==> src/hdl/arenv_pkg.sv <==
// arenv_pkg: widths, register indexes and the controller command struct
// shared by the attack/release envelope follower modules.
// no dependencies.
package arenv_pkg;

   localparam int SAMPLE_W   = 16;
   localparam int ENV_W      = 17;
   localparam int COEF_W     = 16;
   localparam int CSR_IDX_W  = 2;
   localparam int CSR_DATA_W = 16;

   // shared multiplier operand and product widths
   localparam int MUL_A_W = COEF_W + 1;
   localparam int MUL_B_W = ENV_W + 1;
   localparam int PROD_W  = MUL_A_W + MUL_B_W;

   localparam logic [ENV_W-1:0] ENV_ONE = ENV_W'(65536);

   localparam logic [CSR_IDX_W-1:0] CSR_ATTACK_COEF  = CSR_IDX_W'(0);
   localparam logic [CSR_IDX_W-1:0] CSR_RELEASE_COEF = CSR_IDX_W'(1);
   localparam logic [CSR_IDX_W-1:0] CSR_DETECT_MODE  = CSR_IDX_W'(2);

   localparam logic DETECT_PEAK   = 1'b0;
   localparam logic DETECT_SQUARE = 1'b1;

   typedef struct packed {
      logic load;     // capture magnitude of the accepted sample
      logic square;   // multiplier: magnitude squared
      logic level;    // form level, pick coefficient, form difference
      logic product;  // multiplier: coefficient times difference
      logic update;   // form, clamp and store the new envelope
   } dp_cmd_type;

endpackage

==> src/hdl/arenv_if.sv <==
// arenv_if: valid/ready channel interfaces for the sample input and the
// envelope result. depends on arenv_pkg.
interface arenv_req_if;
   logic                                 valid;
   logic                                 ready;
   logic signed [arenv_pkg::SAMPLE_W-1:0] sample;

   modport source (output valid, output sample, input ready);
   modport sink   (input valid, input sample, output ready);
endinterface

interface arenv_rsp_if;
   logic                         valid;
   logic                         ready;
   logic [arenv_pkg::ENV_W-1:0]  envelope_out;

   modport source (output valid, output envelope_out, input ready);
   modport sink   (input valid, input envelope_out, output ready);
endinterface

==> src/hdl/arenv_datapath.sv <==
// arenv_datapath: configuration registers, envelope state and the shared
// multiplier of the envelope follower. depends on arenv_pkg.
module arenv_datapath (
   input  logic                                  clock,
   input  logic                                  reset,
   input  logic                                  csr_we,
   input  logic [arenv_pkg::CSR_IDX_W-1:0]       csr_index,
   input  logic [arenv_pkg::CSR_DATA_W-1:0]      csr_wdata,
   input  arenv_pkg::dp_cmd_type                 cmd,
   input  logic signed [arenv_pkg::SAMPLE_W-1:0] sample,
   output logic [arenv_pkg::ENV_W-1:0]           envelope_out
);

   localparam int SW = arenv_pkg::SAMPLE_W;
   localparam int EW = arenv_pkg::ENV_W;
   localparam int CW = arenv_pkg::COEF_W;
   localparam int AW = arenv_pkg::MUL_A_W;
   localparam int BW = arenv_pkg::MUL_B_W;
   localparam int PW = arenv_pkg::PROD_W;
   localparam int SHW = PW - 16;   // product after the >>16
   localparam int SUMW = SHW + 1;

   logic [CW-1:0]        attack_ff;
   logic [CW-1:0]        release_ff;
   logic                 mode_ff;
   logic [EW-1:0]        env_ff, env_in;
   logic [SW-1:0]        mag_ff, mag_in;
   logic signed [PW-1:0] prod_ff;
   logic [EW-1:0]        level_ff, level_in;
   logic [CW-1:0]        coef_ff, coef_in;
   logic signed [BW-1:0] diff_ff, diff_in;

   logic signed [AW-1:0]   mul_a;
   logic signed [BW-1:0]   mul_b;
   logic signed [SHW-1:0]  shifted;
   logic signed [SUMW-1:0] sum;

   // configuration writes, out-of-range index ignored
   always_ff @(posedge clock) begin
      if (reset) begin
         attack_ff  <= '0;
         release_ff <= '0;
         mode_ff    <= arenv_pkg::DETECT_PEAK;
      end else if (csr_we) begin
         case (csr_index)
            arenv_pkg::CSR_ATTACK_COEF:  attack_ff  <= csr_wdata[CW-1:0];
            arenv_pkg::CSR_RELEASE_COEF: release_ff <= csr_wdata[CW-1:0];
            arenv_pkg::CSR_DETECT_MODE:  mode_ff    <= csr_wdata[0];
            default: ;
         endcase
      end
   end

   // magnitude; -32768 gives 32768, which still fits unsigned
   always_comb begin
      mag_in = sample[SW-1] ? SW'(-sample) : SW'(sample);
   end

   always_comb begin
      if (mode_ff == arenv_pkg::DETECT_SQUARE) begin
         level_in = prod_ff[EW+13:14];
      end else begin
         level_in = {mag_ff, 1'b0};
      end
      coef_in = (level_in > env_ff) ? attack_ff : release_ff;
      diff_in = $signed({1'b0, env_ff}) - $signed({1'b0, level_in});
   end

   // one multiplier, shared between the square and the coefficient product
   always_comb begin
      if (cmd.product) begin
         mul_a = $signed({1'b0, coef_ff});
         mul_b = diff_ff;
      end else begin
         mul_a = $signed(AW'(mag_ff));
         mul_b = $signed(BW'(mag_ff));
      end
   end

   always_comb begin
      shifted = prod_ff[PW-1:16];
      sum     = SUMW'(shifted) + $signed(SUMW'(level_ff));
      if (sum < 0) begin
         env_in = '0;
      end else if (sum > $signed(SUMW'(arenv_pkg::ENV_ONE))) begin
         env_in = arenv_pkg::ENV_ONE;
      end else begin
         env_in = sum[EW-1:0];
      end
   end

   always_ff @(posedge clock) begin
      if (reset) begin
         env_ff <= '0;
      end else if (cmd.update) begin
         env_ff <= env_in;
      end
   end

   always_ff @(posedge clock) begin
      if (cmd.load) begin
         mag_ff <= mag_in;
      end
      if (cmd.square || cmd.product) begin
         prod_ff <= mul_a * mul_b;
      end
      if (cmd.level) begin
         level_ff <= level_in;
         coef_ff  <= coef_in;
         diff_ff  <= diff_in;
      end
   end

   // envelope only changes when a new result is loaded, so it is the payload
   assign envelope_out = env_ff;

endmodule

==> src/hdl/arenv_ctrl.sv <==
// arenv_ctrl: sequencer for the envelope follower; handles both handshakes
// and issues datapath commands. depends on arenv_pkg.
module arenv_ctrl (
   input  logic                  clock,
   input  logic                  reset,
   input  logic                  req_valid,
   output logic                  req_ready,
   output logic                  rsp_valid,
   input  logic                  rsp_ready,
   output arenv_pkg::dp_cmd_type cmd
);

   typedef enum logic [2:0] {
      ST_IDLE,
      ST_SQUARE,
      ST_LEVEL,
      ST_PRODUCT,
      ST_UPDATE
   } state_type;

   state_type state_ff, state_in;
   logic      rsp_valid_ff, rsp_valid_in;
   logic      slot_free;
   logic      accept;

   assign slot_free = !rsp_valid_ff || rsp_ready;

   always_comb begin
      case (state_ff)
         ST_IDLE:   req_ready = 1'b1;
         ST_UPDATE: req_ready = slot_free;
         default:   req_ready = 1'b0;
      endcase
   end

   assign accept = req_valid && req_ready;

   always_comb begin
      cmd          = '0;
      state_in     = state_ff;
      rsp_valid_in = rsp_valid_ff && !rsp_ready;
      cmd.load     = accept;
      case (state_ff)
         ST_IDLE: begin
            if (accept) state_in = ST_SQUARE;
         end
         ST_SQUARE: begin
            cmd.square = 1'b1;
            state_in   = ST_LEVEL;
         end
         ST_LEVEL: begin
            cmd.level = 1'b1;
            state_in  = ST_PRODUCT;
         end
         ST_PRODUCT: begin
            cmd.product = 1'b1;
            state_in    = ST_UPDATE;
         end
         ST_UPDATE: begin
            // hold until the result register can take the new envelope
            if (slot_free) begin
               cmd.update   = 1'b1;
               rsp_valid_in = 1'b1;
               state_in     = accept ? ST_SQUARE : ST_IDLE;
            end
         end
         default: state_in = ST_IDLE;
      endcase
   end

   always_ff @(posedge clock) begin
      if (reset) begin
         state_ff     <= ST_IDLE;
         rsp_valid_ff <= 1'b0;
      end else begin
         state_ff     <= state_in;
         rsp_valid_ff <= rsp_valid_in;
      end
   end

   assign rsp_valid = rsp_valid_ff;

endmodule

==> src/hdl/attack_release_envelope_follower.sv <==
// Attack/release envelope follower, one pole, fixed point.
// Input channel req_chan carries one signed Q1.15 sample per item; result
// channel rsp_chan returns one unsigned Q1.16 envelope (65536 = 1.0) per item.
// Coefficients (Q0.16) and the detect mode are written on the csr_ port:
// index 0 attack, 1 release, 2 detect mode (0 peak, 1 squared); others ignored.
// Each item goes through four steps on one shared multiplier: square,
// level/compare, coefficient product, update. The result is registered
// in the update step; the next item is accepted in the update step when the
// receiver keeps up, so a new item can enter before the last is out.
// Results sit in an output register; a stalled receiver holds the block in
// its update step while one result waits, so nothing is lost or reordered.
// Reset (synchronous) clears the envelope, the configuration registers and
// the result valid; the block can take an item in the cycle after reset drops.
// Depends on arenv_pkg, arenv_if, arenv_ctrl and arenv_datapath.
module attack_release_envelope_follower (
   input  logic                               clock,
   input  logic                               reset,
   arenv_req_if.sink                          req_chan,
   arenv_rsp_if.source                        rsp_chan,
   input  logic                               csr_we,
   input  logic [arenv_pkg::CSR_IDX_W-1:0]    csr_index,
   input  logic [arenv_pkg::CSR_DATA_W-1:0]   csr_wdata
);

   arenv_pkg::dp_cmd_type cmd;

   arenv_ctrl u_ctrl (
      .clock     (clock),
      .reset     (reset),
      .req_valid (req_chan.valid),
      .req_ready (req_chan.ready),
      .rsp_valid (rsp_chan.valid),
      .rsp_ready (rsp_chan.ready),
      .cmd       (cmd)
   );

   arenv_datapath u_datapath (
      .clock        (clock),
      .reset        (reset),
      .csr_we       (csr_we),
      .csr_index    (csr_index),
      .csr_wdata    (csr_wdata),
      .cmd          (cmd),
      .sample       (req_chan.sample),
      .envelope_out (rsp_chan.envelope_out)
   );

endmodule
==> src/flat_wrapper.sv <==
// flat-port wrapper written by rule: the top's interface ports become plain ports
module attack_release_envelope_follower_flat 
  (clock, reset, csr_we, csr_index, csr_wdata, req_chan_valid, req_chan_sample, req_chan_ready, rsp_chan_valid, rsp_chan_envelope_out, rsp_chan_ready);
  arenv_req_if req_chan_i ();
  arenv_rsp_if rsp_chan_i ();
  input  logic clock;
  input  logic reset;
  input  logic csr_we;
  input  logic [arenv_pkg::CSR_IDX_W-1:0] csr_index;
  input  logic [arenv_pkg::CSR_DATA_W-1:0] csr_wdata;
  input wire logic [$bits(req_chan_i.valid)-1:0] req_chan_valid;
  input wire logic [$bits(req_chan_i.sample)-1:0] req_chan_sample;
  output wire logic [$bits(req_chan_i.ready)-1:0] req_chan_ready;
  output wire logic [$bits(rsp_chan_i.valid)-1:0] rsp_chan_valid;
  output wire logic [$bits(rsp_chan_i.envelope_out)-1:0] rsp_chan_envelope_out;
  input wire logic [$bits(rsp_chan_i.ready)-1:0] rsp_chan_ready;
  assign req_chan_i.valid = req_chan_valid;
  assign req_chan_i.sample = req_chan_sample;
  assign req_chan_ready = req_chan_i.ready;
  assign rsp_chan_valid = rsp_chan_i.valid;
  assign rsp_chan_envelope_out = rsp_chan_i.envelope_out;
  assign rsp_chan_i.ready = rsp_chan_ready;
  attack_release_envelope_follower u_core (.clock(clock), .reset(reset), .req_chan(req_chan_i), .rsp_chan(rsp_chan_i), .csr_we(csr_we), .csr_index(csr_index), .csr_wdata(csr_wdata));
endmodule
==> config.mk <==
export PLATFORM = sky130hd
export DESIGN_NAME = attack_release_envelope_follower_flat
export DESIGN_NICKNAME = d
export VERILOG_FILES = /design/src/hdl/arenv_pkg.sv /design/src/hdl/arenv_if.sv /design/src/hdl/arenv_datapath.sv /design/src/hdl/arenv_ctrl.sv /design/src/hdl/attack_release_envelope_follower.sv /design/src/flat_wrapper.sv
export SDC_FILE = /design/constraint.sdc
export NUM_CORES = 1
export LEC_CHECK = 0
export BUFFER_PORTS_ARGS = -buffer_cell sky130_fd_sc_hd__buf_4
export CAP_MARGIN = 0
export CELL_PAD_IN_SITES_DETAIL_PLACEMENT = 0
export CELL_PAD_IN_SITES_GLOBAL_PLACEMENT = 1
export CORE_ASPECT_RATIO = 1.25
export CORE_MARGIN = 1.5
export CORE_UTILIZATION = 43
export DETAILED_ROUTE_END_ITERATION = 7
export HOLD_SLACK_MARGIN = 0.05
export PLACE_DENSITY_LB_ADDON = 0.1
export SLEW_MARGIN = 20
export SYNTH_ARGS = -nofsm -noshare
export SYNTH_HDL_FRONTEND = slang
export SYNTH_SLANG_ARGS = --single-unit
==> constraint.sdc <==
create_clock -name clock -period 11 [get_ports clock]
set_input_delay 1.1 -clock clock [delete_from_list [all_inputs] [get_ports clock]]
set_output_delay 1.1 -clock clock [all_outputs]
set_load 0.05 [all_outputs]
==> impl_metrics.tcl <==
set metrics [dict create \
    run_status "complete, no violations" \
    die_x_um 186 \
    grt_remaining_overflow 0 \
    path_delay_family "adder cells" \
    synthDistinctLibCells 81 \
    vias 13180 \
    fmaxAchievable_mhz 118 \
    routed_wirelength_um 49700 \
    crit-reg2reg-launch "u_core.u_ctrl.state_ff[0]$_SDFFE_PP0P_" \
    post_cts.repair.setup_buffers 0 \
    tightest_slew_ns 1.06 \
    gp_congestion 0.862 \
    design.final.nets 2416 \
    syn_nets 2385 \
    critical_path_rt_ns 11.23 \
    syn_inst 1931 \
    startpoint_of_the_lowest_slack_hold_path "u_core.u_datapath.release_ff[5]$_SDFFE_PP0P_" \
    skew_ns 0.0121 \
    number_of_clock_sinks 142 \
    category_of_the_most_critical_setup_path "reg2reg" \
    synth_compound_area_frac 0.0915 \
    critPathSlowestCell "a21oi_2" \
    max_cap_viol_count 0 \
    synth_top_family_by_area "adder cells" \
    hold_viol 0 \
    layout_min_cycle_time_ns 8.44 \
    dpl_cell_area_mm2 0.0189 \
    crit_path_start "u_core.u_ctrl.state_ff[0]$_SDFFE_PP0P_" \
    arrival_time_of_the_worst_setup_path_ns 8.67 \
    flow.area_growth_from_synthesis_pct 8.88 \
    timing.final.setup_violations 0 \
    endpoint_kind "register" \
    top_library_cells_by_usage_in_the_layout_fill_and_taps_aside "inv_1, nand2_1, fa_1" \
    placeableCoreArea_mm2 0.0411 \
    port_buffers 57 \
    antenna_left 0 \
    worst_skew_pair.late_latency_ns 0.44 \
    fp-row-count 83 \
    finalMaxSlewViolations 0 \
    drive_gt1_frac 0.0709 \
    xor_xnor_share_of_the_synthesized_area 0.0282 \
    synth-main-ff-cell "edfxtp_1" \
    tritoncts "done" \
    cpPeakStageDelay_ns 0.77 \
    worst-path-buf-inv 6 \
    timing.max_slew.rel_slack 0.295 \
    number_of_enable_type_register_cells_in_the_synthesized_netlist 88 \
    grt_first_pass_wirelength_um 78600 \
    route.detailed.drc 0 \
    clk_pin_slew_worst_paths_ns 0.06 \
    antennaDiodeCount 0 \
    antenna_found_initial 0 \
    holdBufCountCts 0 \
    number_of_detailed_routing_iterations_run_before_antenna_repair 5 \
    chipHeight_um 231 \
    path_max_fanout 25 \
    detail_route.iter0.violations 631 \
    postSynthRegisterBits 142 \
    synth-adder-area-share 0.413 \
    die_area_mm2 0.0429 \
    setup_slack_ns 2.56 \
    period_share 0.767 \
    floorplan.io_pins 58 \
    postCtsResizedCells 0 \
    synth_cell_area_mm2 0.0179 \
    design_area_mm2 0.0195 \
    clockBufferDepth 2 \
    detail_route.wl_per_cell_um 19.6 \
    cp-start-kind "register" \
    totalNegativeSetupSlack_ns 0 \
    cp_most_frequent_cell "fa_1" \
    avgSynthCellArea_um2 9.27 \
    holdCritPathClass "reg2reg" \
    share_of_synthesized_cell_area_in_and_or_nand_and_nor_gates 0.145 \
    post_drt_via_cell_ratio 5.22 \
    detailed_place_hpwl_um 41600 \
    async_reset_ff_frac 0 \
    commonest_non_fill_non_tap_cell_in_the_layout "inv_1" \
    synth_sequential_area_ratio 0.208 \
    place_ws_ns 2.56 \
    synthMuxAreaShare 0.0196 \
    initial_core_util 0.435 \
    rsz0062_at_grt "false" \
    ys_warns 0 \
    grt_start_max_net_pins 48 \
    cts_inserted_buffers 17 \
    h-tree-depth 4 \
    cts_root_buffer "clkbuf_16" \
    grtUsageTotal 0.247 \
    number_of_global_route_vias_before_repair 13737 \
]
## sequential cells by signal (all words and copies together), names as in the netlist
register,count
u_core.u_ctrl.state_ff,3
u_core.u_datapath.prod_ff,21
u_core.u_datapath.coef_ff,16
u_core.u_datapath.mode_ff,1
u_core.u_datapath.attack_ff,16
u_core.u_datapath.release_ff,16
u_core.u_datapath.level_ff,17
u_core.u_datapath.envelope_out,17
u_core.u_ctrl.rsp_valid,1
u_core.u_datapath.diff_ff,18
u_core.u_datapath.mag_ff,16
## layer usage
layer  GRT usage  wire (um)  vias to the layer above
li1            -          -                     6150
met1       0.288      19100                     6645
met2       0.459      27100                      294
met3      0.0272       1520                       91
met4      0.0953       1990                        0
met5           0          0                        -
## synthesized netlist by cell type (9+ instances only)
cell      count  area (um2)
nor3_1       16        80.1
and3_1       19         119
nand2_1     341        1280
xnor2_1      42         368
o21ai_1       9        45.0
fa_1        293        5870
nand3_1      14        70.1
dfxtp_1      54        1080
or3_1         9        56.3
edfxtp_1     88        2640
a21oi_1      94         470
nor2_1      130         488
xor2_1       12         105
nand2b_1      9        56.3
inv_1       384        1440
a21o_1       17         128
and2_1       22         138
o21ai_0      23         115
clkbuf_1     54         203
mux2_1       16         180
mux2i_1      17         170
o31ai_1      14         105
ha_1        122        1530
## worst min-delay path: stages (launching register included)
cell and delay (ns):
dfxtp_1 0.31, nand2_1 0.05, a21oi_1 0.05
## stage by stage
stage | utilization | hold WS (ns) | cells
floorplan | - | 0.432 | 1931
global placement | 0.460 | 0.440 | 2495
detailed placement | 0.460 | 0.443 | 2495
CTS | 0.474 | 0.452 | 2527
global route | 0.474 | 0.469 | 2527
finish | 0.474 | 0.452 | 2527
## layout make-up
cell class | instances | area (um2)
fill | 4128 | 21600
clock buffer | 17 | 425
timing repair buffer | 72 | 541
tap | 552 | 691
multi-input combinational | 1343 | 12500
sequential | 142 | 3720
clock inverter | 15 | 168
inverter | 386 | 1450
## kinds of logic (layout without fill, tap and decap cells)
family / count (synthesis) / after routing
adder cells (fa/ha/maj): 415 / 415
buffers and inverters: 446 / 490
AO/OA/AOI/OAI: 237 / 237
AND/OR/NAND/NOR: 602 / 602
XOR/XNOR: 56 / 56
flip-flops: 142 / 142
multiplexers: 33 / 33
## worst paths after layout
check / to / slack [ns] / cells past startpoint
min reg2reg: u_core.u_datapath.release_ff[5]$_SDFFE_PP0P_ / 0.45 / 2
max reg2reg: u_core.u_datapath.prod_ff[31]$_DFFE_PP_ / 2.56 / 25
min: u_core.u_datapath.release_ff[5]$_SDFFE_PP0P_ / 0.45 / 2
max: u_core.u_datapath.prod_ff[31]$_DFFE_PP_ / 2.56 / 25
Power is not shown: default switching activity piles up to over one toggle a cycle in this logic, so the estimate is an artifact.
